File: src/design/satd_pkg.sv
// Shared types, widths and the 4-point Hadamard butterfly for the SATD block cost core.
// Used by every module of the design; depends on nothing else.
package satd_pkg;

  localparam int DIM_W         = 7;   // block_width / block_height register width
  localparam int CFG_IDX_W     = 2;
  localparam int PIX_ROW_W     = 32;  // four 8-bit pixels
  localparam int COEF_W        = 11;  // row-transformed difference
  localparam int WIDE_W        = 13;  // 2-D transformed coefficient
  localparam int MAG_W         = 12;  // magnitude of a 2-D coefficient
  localparam int LANE_W        = 14;  // sum of four magnitudes in one column
  localparam int RAW_W         = 16;  // sum over one 4x4 sub-block
  localparam int PAIR_W        = 17;  // sum over a sub-block pair
  localparam int SATD_W        = 23;
  localparam int MAX_BLOCK_DIM_DEF = 64;

  localparam logic [SATD_W-1:0]    SUM_MAX       = '1;
  localparam logic [CFG_IDX_W-1:0] REG_WIDTH     = 2'd0;
  localparam logic [CFG_IDX_W-1:0] REG_HEIGHT    = 2'd1;
  localparam logic [DIM_W-1:0]     DIM_RESET     = 7'd8;

  typedef logic [COEF_W-1:0] coef_t;
  typedef coef_t [3:0]       cquad_t;
  typedef logic [WIDE_W-1:0] wide_t;
  typedef wide_t [3:0]       wquad_t;

  // Bookkeeping that travels with a finished sub-block down the pipeline.
  typedef struct packed {
    logic close_pair;  // this sub-block closes a pair (or is the unpaired last one)
    logic blk_last;    // this sub-block completes the block
  } tag_t;

  // Unnormalized 4-point Walsh-Hadamard transform; all values two's complement.
  function automatic wquad_t hadamard4(input wquad_t s);
    wide_t  p0, m0, p1, m1;
    wquad_t d;
    p0 = s[0] + s[1];
    m0 = s[0] - s[1];
    p1 = s[2] + s[3];
    m1 = s[2] - s[3];
    d[0] = p0 + p1;
    d[1] = m0 + m1;
    d[2] = p0 - p1;
    d[3] = m0 - m1;
    return d;
  endfunction

endpackage

File: src/design/satd_col_lane.sv
// One column lane: vertical Hadamard over four row coefficients, magnitudes, and their sum.
// Depends on satd_pkg for the coefficient types and the butterfly function.
module satd_col_lane
  import satd_pkg::*;
(
  input  logic              clk,
  input  logic              en,
  input  cquad_t            col,
  output logic [LANE_W-1:0] sum_r
);

  wquad_t             col_wide;
  wquad_t             coef2d;
  logic [LANE_W-1:0]  sum_nxt;
  logic [MAG_W-1:0]   mag [4];

  always_comb begin
    for (int r = 0; r < 4; r++) begin
      col_wide[r] = {{(WIDE_W-COEF_W){col[r][COEF_W-1]}}, col[r]};
    end
    coef2d = hadamard4(col_wide);
    for (int k = 0; k < 4; k++) begin
      mag[k] = coef2d[k][WIDE_W-1] ? MAG_W'(-coef2d[k]) : coef2d[k][MAG_W-1:0];
    end
    sum_nxt = LANE_W'(mag[0]) + LANE_W'(mag[1]) + LANE_W'(mag[2]) + LANE_W'(mag[3]);
  end

  always_ff @(posedge clk) begin
    if (en) begin
      sum_r <= sum_nxt;
    end
  end

endmodule

File: src/design/satd_merge.sv
// Merge stage: adds the four lane sums, applies pair halving, accumulates the block total
// and holds it in the output register. Depends on satd_pkg.
module satd_merge
  import satd_pkg::*;
(
  input  logic                   clk,
  input  logic                   rst_n,
  input  logic                   clr,
  input  logic                   in_v,
  input  tag_t                   in_tag,
  input  logic [3:0][LANE_W-1:0] lane_sum,
  input  logic                   out_stall,
  output logic                   adv,
  output logic                   out_valid,
  output logic [SATD_W-1:0]      out_satd_value
);

  logic [PAIR_W-1:0] pair_r, pair_nxt;
  logic [SATD_W-1:0] block_r, block_nxt;
  logic              out_valid_r, out_valid_nxt;
  logic [SATD_W-1:0] value_r;
  logic [RAW_W-1:0]  raw;
  logic [PAIR_W-1:0] pair_sum;
  logic [SATD_W:0]   total;
  logic [SATD_W-1:0] total_sat;
  logic              fire;

  // The whole pipeline holds only when a block total would land on an occupied,
  // stalled output register.
  assign adv  = !(in_v && in_tag.blk_last && out_valid_r && out_stall);
  assign fire = adv && in_v;

  always_comb begin
    raw       = RAW_W'(lane_sum[0]) + RAW_W'(lane_sum[1])
              + RAW_W'(lane_sum[2]) + RAW_W'(lane_sum[3]);
    pair_sum  = pair_r + PAIR_W'(raw);
    total     = {1'b0, block_r} + (SATD_W+1)'(pair_sum >> 1);
    total_sat = (total > {1'b0, SUM_MAX}) ? SUM_MAX : total[SATD_W-1:0];

    pair_nxt      = pair_r;
    block_nxt     = block_r;
    out_valid_nxt = out_valid_r && out_stall;
    if (clr) begin
      pair_nxt  = '0;
      block_nxt = '0;
    end else if (fire) begin
      if (in_tag.close_pair) begin
        pair_nxt  = '0;
        block_nxt = total_sat;
      end else begin
        pair_nxt = pair_sum;
      end
      if (in_tag.blk_last) begin
        block_nxt     = '0;
        out_valid_nxt = 1'b1;
      end
    end
  end

  always_ff @(posedge clk) begin
    if (!rst_n) begin
      pair_r      <= '0;
      block_r     <= '0;
      out_valid_r <= 1'b0;
    end else begin
      pair_r      <= pair_nxt;
      block_r     <= block_nxt;
      out_valid_r <= out_valid_nxt;
    end
  end

  always_ff @(posedge clk) begin
    if (fire && in_tag.blk_last) begin
      value_r <= total_sat;
    end
  end

  assign out_valid      = out_valid_r;
  assign out_satd_value = value_r;

endmodule

File: src/design/hadamard_satd_block_cost_core.sv
// SATD block cost core: one 4-pixel row per cycle, row transform, four column lanes, merge.
// A block's total reaches out_valid via the s1 rows, the lane sum and the merge output registers.
// Throughput: one row item per cycle; in_stall rises only while a finished total sits stalled
// on the output register and the next block's total is ready behind it.
// Reset (rst_n low, synchronous): counters, sums and valids clear; width and height return to 8.
// Depends on satd_pkg, satd_col_lane and satd_merge.
module hadamard_satd_block_cost_core
  import satd_pkg::*;
#(
  parameter int MAX_BLOCK_DIM = MAX_BLOCK_DIM_DEF
)
(
  input  logic                 clk,
  input  logic                 rst_n,
  input  logic                 in_valid,
  output logic                 in_stall,
  input  logic [PIX_ROW_W-1:0] in_orig_row,
  input  logic [PIX_ROW_W-1:0] in_ref_row,
  output logic                 out_valid,
  input  logic                 out_stall,
  output logic [SATD_W-1:0]    out_satd_value,
  input  logic                 cfg_valid,
  output logic                 cfg_ready,
  input  logic [CFG_IDX_W-1:0] cfg_index,
  input  logic [DIM_W-1:0]     cfg_data
);

  localparam int UNITS_MAX = MAX_BLOCK_DIM / 4;
  localparam int CW        = $clog2(UNITS_MAX + 1);

  logic [DIM_W-1:0] width_r, width_nxt;
  logic [DIM_W-1:0] height_r, height_nxt;
  logic [1:0]       row_r, row_nxt;
  logic [CW-1:0]    sb_r, sb_nxt;
  logic [CW-1:0]    band_r, band_nxt;
  logic [CW-1:0]    per_band, bands;

  logic   adv, in_acc, cfg_wr, cfg_clr;
  logic   sb_last, band_last;
  wquad_t diff_wide, row_wide;
  cquad_t row_coef;
  cquad_t row_store_r [0:2];

  logic            s1_v_r, s1_v_nxt;
  tag_t            s1_tag_r, in_tag;
  cquad_t [3:0]    s1_rows_r;
  cquad_t [3:0]    col_in;
  logic            s2_v_r;
  tag_t            s2_tag_r;
  logic [3:0][LANE_W-1:0] lane_sum;

  assign cfg_ready = 1'b1;
  assign cfg_wr    = cfg_valid && cfg_ready;
  // Only a write to a defined register restarts the block.
  assign cfg_clr   = cfg_wr && (cfg_index == REG_WIDTH || cfg_index == REG_HEIGHT);
  assign in_stall  = !adv;
  assign in_acc    = in_valid && adv;

  // Sub-blocks per band and bands per block, clamped to 1..UNITS_MAX.
  always_comb begin
    if (width_r[DIM_W-1:2] == '0) begin
      per_band = CW'(1);
    end else if (width_r[DIM_W-1:2] > UNITS_MAX) begin
      per_band = CW'(UNITS_MAX);
    end else begin
      per_band = CW'(width_r[DIM_W-1:2]);
    end
    if (height_r[DIM_W-1:2] == '0) begin
      bands = CW'(1);
    end else if (height_r[DIM_W-1:2] > UNITS_MAX) begin
      bands = CW'(UNITS_MAX);
    end else begin
      bands = CW'(height_r[DIM_W-1:2]);
    end
  end

  assign sb_last   = (sb_r == per_band - CW'(1));
  assign band_last = (band_r == bands - CW'(1));

  always_comb begin
    in_tag.close_pair = sb_r[0] || sb_last;
    in_tag.blk_last   = sb_last && band_last;
  end

  // Row transform: pixel differences and the horizontal butterfly.
  always_comb begin
    logic [8:0] d;
    for (int k = 0; k < 4; k++) begin
      d = {1'b0, in_orig_row[8*k +: 8]} - {1'b0, in_ref_row[8*k +: 8]};
      diff_wide[k] = {{(WIDE_W-9){d[8]}}, d};
    end
    row_wide = hadamard4(diff_wide);
    for (int k = 0; k < 4; k++) begin
      row_coef[k] = row_wide[k][COEF_W-1:0];
    end
  end

  always_comb begin
    width_nxt  = width_r;
    height_nxt = height_r;
    row_nxt    = row_r;
    sb_nxt     = sb_r;
    band_nxt   = band_r;
    if (cfg_wr) begin
      unique case (cfg_index)
        REG_WIDTH: begin
          width_nxt = cfg_data;
        end
        REG_HEIGHT: begin
          height_nxt = cfg_data;
        end
        default: begin
        end
      endcase
    end
    if (cfg_clr) begin
      row_nxt  = '0;
      sb_nxt   = '0;
      band_nxt = '0;
    end else if (in_acc) begin
      row_nxt = row_r + 2'd1;
      if (row_r == 2'd3) begin
        if (sb_last) begin
          sb_nxt   = '0;
          band_nxt = band_last ? '0 : band_r + CW'(1);
        end else begin
          sb_nxt = sb_r + CW'(1);
        end
      end
    end
  end

  assign s1_v_nxt = in_acc && (row_r == 2'd3);

  always_ff @(posedge clk) begin
    if (!rst_n) begin
      width_r  <= DIM_RESET;
      height_r <= DIM_RESET;
      row_r    <= '0;
      sb_r     <= '0;
      band_r   <= '0;
      s1_v_r   <= 1'b0;
      s2_v_r   <= 1'b0;
    end else begin
      width_r  <= width_nxt;
      height_r <= height_nxt;
      row_r    <= row_nxt;
      sb_r     <= sb_nxt;
      band_r   <= band_nxt;
      if (adv) begin
        s1_v_r <= s1_v_nxt;
        s2_v_r <= s1_v_r;
      end
    end
  end

  always_ff @(posedge clk) begin
    if (in_acc && row_r != 2'd3) begin
      row_store_r[row_r] <= row_coef;
    end
    if (s1_v_nxt) begin
      s1_rows_r[0] <= row_store_r[0];
      s1_rows_r[1] <= row_store_r[1];
      s1_rows_r[2] <= row_store_r[2];
      s1_rows_r[3] <= row_coef;
      s1_tag_r     <= in_tag;
    end
    if (adv) begin
      s2_tag_r <= s1_tag_r;
    end
  end

  always_comb begin
    for (int g = 0; g < 4; g++) begin
      for (int r = 0; r < 4; r++) begin
        col_in[g][r] = s1_rows_r[r][g];
      end
    end
  end

  for (genvar g = 0; g < 4; g++) begin : g_lane
    satd_col_lane u_lane (
      .clk   (clk),
      .en    (adv),
      .col   (col_in[g]),
      .sum_r (lane_sum[g])
    );
  end

  satd_merge u_merge (
    .clk            (clk),
    .rst_n          (rst_n),
    .clr            (cfg_clr),
    .in_v           (s2_v_r),
    .in_tag         (s2_tag_r),
    .lane_sum       (lane_sum),
    .out_stall      (out_stall),
    .adv            (adv),
    .out_valid      (out_valid),
    .out_satd_value (out_satd_value)
  );

`ifndef NO_ASSERTIONS
  // Input is held back only by a second block total colliding with a waiting one.
  a_stall_cause: assert property (@(posedge clk) disable iff (!rst_n)
    in_stall |-> (out_valid && out_stall))
    else $error("in_stall without a stalled result waiting");

  // The fourth row of a sub-block launches it into the column lanes.
  a_launch: assert property (@(posedge clk) disable iff (!rst_n)
    (in_valid && !in_stall && row_r == 2'd3) |=> s1_v_r)
    else $error("completed sub-block not launched");

  // A write to the width or height register restarts the block.
  a_cfg_clear: assert property (@(posedge clk) disable iff (!rst_n)
    (cfg_valid && cfg_ready && (cfg_index == REG_WIDTH || cfg_index == REG_HEIGHT))
      |=> (row_r == 2'd0 && sb_r == '0 && band_r == '0))
    else $error("configuration write did not clear the counters");

  // The last sub-block of a block always produces a result.
  a_result: assert property (@(posedge clk) disable iff (!rst_n)
    (s2_v_r && s2_tag_r.blk_last && !in_stall) |=> out_valid)
    else $error("block total not presented");
`endif

endmodule

File: config.mk
export PLATFORM = sky130hd
export DESIGN_NAME = hadamard_satd_block_cost_core
export DESIGN_NICKNAME = d
export VERILOG_FILES = /design/src/design/satd_pkg.sv /design/src/design/satd_col_lane.sv /design/src/design/satd_merge.sv /design/src/design/hadamard_satd_block_cost_core.sv
export SDC_FILE = /design/constraint.sdc
export NUM_CORES = 2
export LEC_CHECK = 0
export BUFFER_PORTS_ARGS = -buffer_cell sky130_fd_sc_hd__buf_2
export CAP_MARGIN = 20
export CORE_UTILIZATION = 30
export CTS_CLUSTER_SIZE = 25
export DETAILED_ROUTE_END_ITERATION = 8
export GPL_ROUTABILITY_DRIVEN = 0
export PLACE_DENSITY = 0.48
export RECOVER_POWER = 25
export SLEW_MARGIN = 20
export SYNTH_ARGS = -nofsm -noshare
export SYNTH_HDL_FRONTEND = slang
export SYNTH_HIERARCHICAL = 1
export SYNTH_SLANG_ARGS = --single-unit
export TNS_END_PERCENT = 5
File: constraint.sdc
create_clock -name clk -period 20.9 [get_ports clk]
set_clock_uncertainty 0.05 [all_clocks]
set_input_delay 2.09 -clock clk [delete_from_list [all_inputs] [get_ports clk]]
set_output_delay 2.09 -clock clk [all_outputs]
set_load 0.1 [all_outputs]
==> results by group <==
Global route
  – Vias in the first global route: 33500
  – Antenna violations before repair: 1
  – All-layer global routing usage: 14.1%
  – Overflow after GRT: 0
  – Largest net degree at the start of global routing: 68
  – Global-route wire length before repair: approximately 180 mm

CTS
  – CTS tree: done
  – Post-CTS setup buffers: 0
  – Num CTS Buffers: 53
  – Post-CTS Hold Buffers: 0
  – Post-CTS resize count: 0
  – Clk sinks: between 400 and 500
  – Worst-Skew Late Latency: 0.67 ns
  – Max Buffers Root-to-Sink: 3
  – CTS root buffer: clkbuf_16
  – CTS clk-pin slew, worst paths: 0.06 ns
  – Max H-tree Level: 2

Detailed routing
  – Post-route ant nets: 0
  – Drt first-iter violations: 2013
  – Final wirelength: 113 mm
  – Via density: 4.74
  – First-pass DRT Iterations: 7
  – DRC violations left: 9
  – Wire per inst: 15.6 um
  – Routed vias: between 30000 and 40000

STA
  – Endpoints failing hold: 0
  – WHS: 0.361 ns
  – Endpoints failing setup: 0
  – RSZ-0062 raised after global routing: no
  – Final Max Slew Viols: 64
  – Part of the cycle the worst path needs: roughly two fifths
  – Final min period: 8.78 ns
  – Relative slew slack: -122%
  – Setup TNS: 0 ns
  – Least-Margin Pin Slew: 3.33 ns
  – Fmax: ~0.11 GHz

Cells and area
  – Final core utilization: approximately a third
  – Ant diodes: 0
  – Nets: ~6000
  – Most frequent cells in the layout: inv_1 (791), ha_1 (589), xnor2_1 (400)
  – Share of layout cells above drive strength 1: approximately 6.6%
  – Layout area overhead: 9.46%
  – Commonest non-fill, non-tap cell in the layout: inv_1

Logic synthesis
  – Synth Instances: 5135
  – Sequential-to-total area share from yosys stat: 27.0%
  – Async set-reset flop share out of synthesis: 0%
  – Synth warn: 6
  – Syn Std Cell Area: 46800 sq um
  – Unique masters post-synth: roughly 130
  – Main synth FF type: edfxtp_1
  – Post-Syn Area per Cell: 9.11 sq um
  – Number of flops mapped to enable cells by yosys: 377
  – Syn_nets: 5980
  – FF+latch count, synth: 442

Floorplan
  – Ports: 104
  – Cell row count: 144
  – Core Box Area: between 150000 and 200000 sq um
  – Effective utilization at floorplan: 30.3%
  – Full die area: 158000 sq um
  – Die width: 397 um
  – DIE HEIGHT: slightly below 400 um

Power
  – Peak supply drop: 0.000219 V
  – Psw: about 4.2 mW
  – Leak: around 22 nW
  – Power share of the clock group: around 11%
  – Seq pwr share: approximately a fifth
  – P per Cell Area: 166 nW/um^2
  – Comb pwr share: 70.2%
  – Internal Power: 4.26 mW
  – Switching Share: 49.9%

Setup path
  – Critical Path End Type: flop
  – CP arrival: a little over 9 ns
  – WP data required: 21.21 ns
  – Slowest cell on crit path: o311ai_0
  – CP most frequent cell: a21oi_1
  – Crit path max fanout: 14
  – Crit path largest cell delay: roughly 0.82 ns
  – Critical path class: flop to flop
  – Startpoint Class: flop

Outcome
  – Outcome: finished, violations left
  – Failing checks: design-rule violations, max-capacitance violations, max-slew violations

Hold path
  – Hold WC Path Type: flop to flop

Job
  – Max_cap viols: 1

Placed design
  – Port Buffers: 100
  – Final HPWL DP: 93.9 mm
## power groups by stage
stage	logic, mW	clock network, mW	registers (mW)
6_report	5.97	0.928	1.61
2_1_floorplan	4.27	0	1.60
3_5_place_dp	6.04	0	1.63
5_1_grt	6.72	0.994	1.62
4_1_cts	6.07	0.963	1.61
3_3_place_gp	6.03	0	1.63
## cell type report
class | instances | area, sq um
sequential | 442 | 12600
timing repair buffer | 119 | 634
multi-input combinational | 3768 | 30600
clock inverter | 40 | 410
tap | 2044 | 2560
fill | 16100 | 103000
clock buffer | 60 | 1370
inverter | 797 | 3000
## flip-flops by register name, summed over array words and instances (netlist names)
register / flops
band_r: 5
col_in: 168
g_lane.u_lane/sum_r: 56
height_r: 5
row_r: 2
row_store_r: 126
s1_tag_r: 2
s1_v_r: 1
s2_tag_r: 2
s2_v_r: 1
sb_r: 5
u_merge/block_r: 23
u_merge/out_satd_value: 23
u_merge/out_valid: 1
u_merge/pair_r: 17
width_r: 5
## synthesized netlist by cell type (19+ instances only)
| library cell | instances | area [sq um] |
|---|---|---|
| dfxtp_1 | 65 | 1300 |
| a31oi_1 | 50 | 313 |
| clkbuf_1 | 82 | 308 |
| o21bai_1 | 84 | 631 |
| nor2b_1 | 80 | 500 |
| or2_2 | 21 | 131 |
| a21o_1 | 71 | 533 |
| ha_1 | 589 | 7370 |
| xor2_1 | 174 | 1520 |
| nor2_1 | 394 | 1480 |
| buf_2 | 20 | 100 |
| mux2i_1 | 20 | 200 |
| nor3_1 | 83 | 415 |
| and3_1 | 47 | 294 |
| or4_1 | 22 | 165 |
| nand4_1 | 19 | 119 |
| inv_1 | 792 | 2970 |
| nand2b_1 | 63 | 394 |
| a22o_1 | 26 | 228 |
| fa_1 | 178 | 3560 |
| nand3_1 | 74 | 370 |
| o21ai_1 | 29 | 145 |
| o211ai_1 | 24 | 180 |
| o21a_1 | 55 | 413 |
| a21oi_1 | 354 | 1770 |
| o21ai_0 | 184 | 921 |
| a211oi_1 | 36 | 270 |
| or3_1 | 34 | 213 |
| edfxtp_1 | 377 | 11300 |
| xnor2_1 | 401 | 3510 |
| nand2_1 | 214 | 803 |
| a21boi_0 | 20 | 150 |
| o31ai_1 | 26 | 195 |
## metal layers
metal	share of wire, %	global-route usage, %
met1	49	19.3
met2	46	23.4
met3	3.1	1.70
met4	2.2	3.39
met5	0.0062	0
## worst paths after layout
path / from / end / slack, ns / cells past startpoint
worst max-delay path: col_in[143]$_DFFE_PP_ / g_lane[1].u_lane/sum_r[11]$_DFFE_PP_ / 12.12 / 30
worst min-delay path: row_store_r[1][30]$_DFFE_PP_ / col_in[107]$_DFFE_PP_ / 0.36 / 0
worst max register to register: col_in[143]$_DFFE_PP_ / g_lane[1].u_lane/sum_r[11]$_DFFE_PP_ / 12.12 / 30
worst min register to register: row_store_r[1][30]$_DFFE_PP_ / col_in[107]$_DFFE_PP_ / 0.36 / 0
## worst max-delay path: cells and delay by family, from the launching register on
family | cells | cell delay, ns
buf+inv | 3 | 0.15
mux | 1 | 0.76
xor+xnor | 1 | 0.15
fa+ha+maj | 7 | 2.84
simple gates | 2 | 0.18
compound gates | 16 | 3.81
flops | 1 | 0.49
## metrics by stage
step / setup slack, ns / std cells / power (mW) / area (sq um)
after global routing: 11.43 / 7270 / 9.34 / 51200
after CTS: 12.02 / 7270 / 8.64 / 51200
after floorplan: 12.46 / 5135 / 5.87 / 46800
after global placement: 12.10 / 7170 / 7.66 / 49400
final: 12.12 / 7270 / 8.51 / 51200
after detailed placement: 12.14 / 7170 / 7.67 / 49400
## cells by family after synthesis
| logic type | share of synthesized area (%) |
|---|---|
| XOR/XNOR | 10.8 |
| flip-flops | 27.0 |
| AO/OA/AOI/OAI | 18.0 |
| multiplexers | 0.524 |
| buffers and inverters | 7.68 |
| adder cells (fa/ha/maj) | 23.4 |
| other | 0.00802 |
| AND/OR/NAND/NOR | 12.6 |
Power figures use the tool's default switching activity.
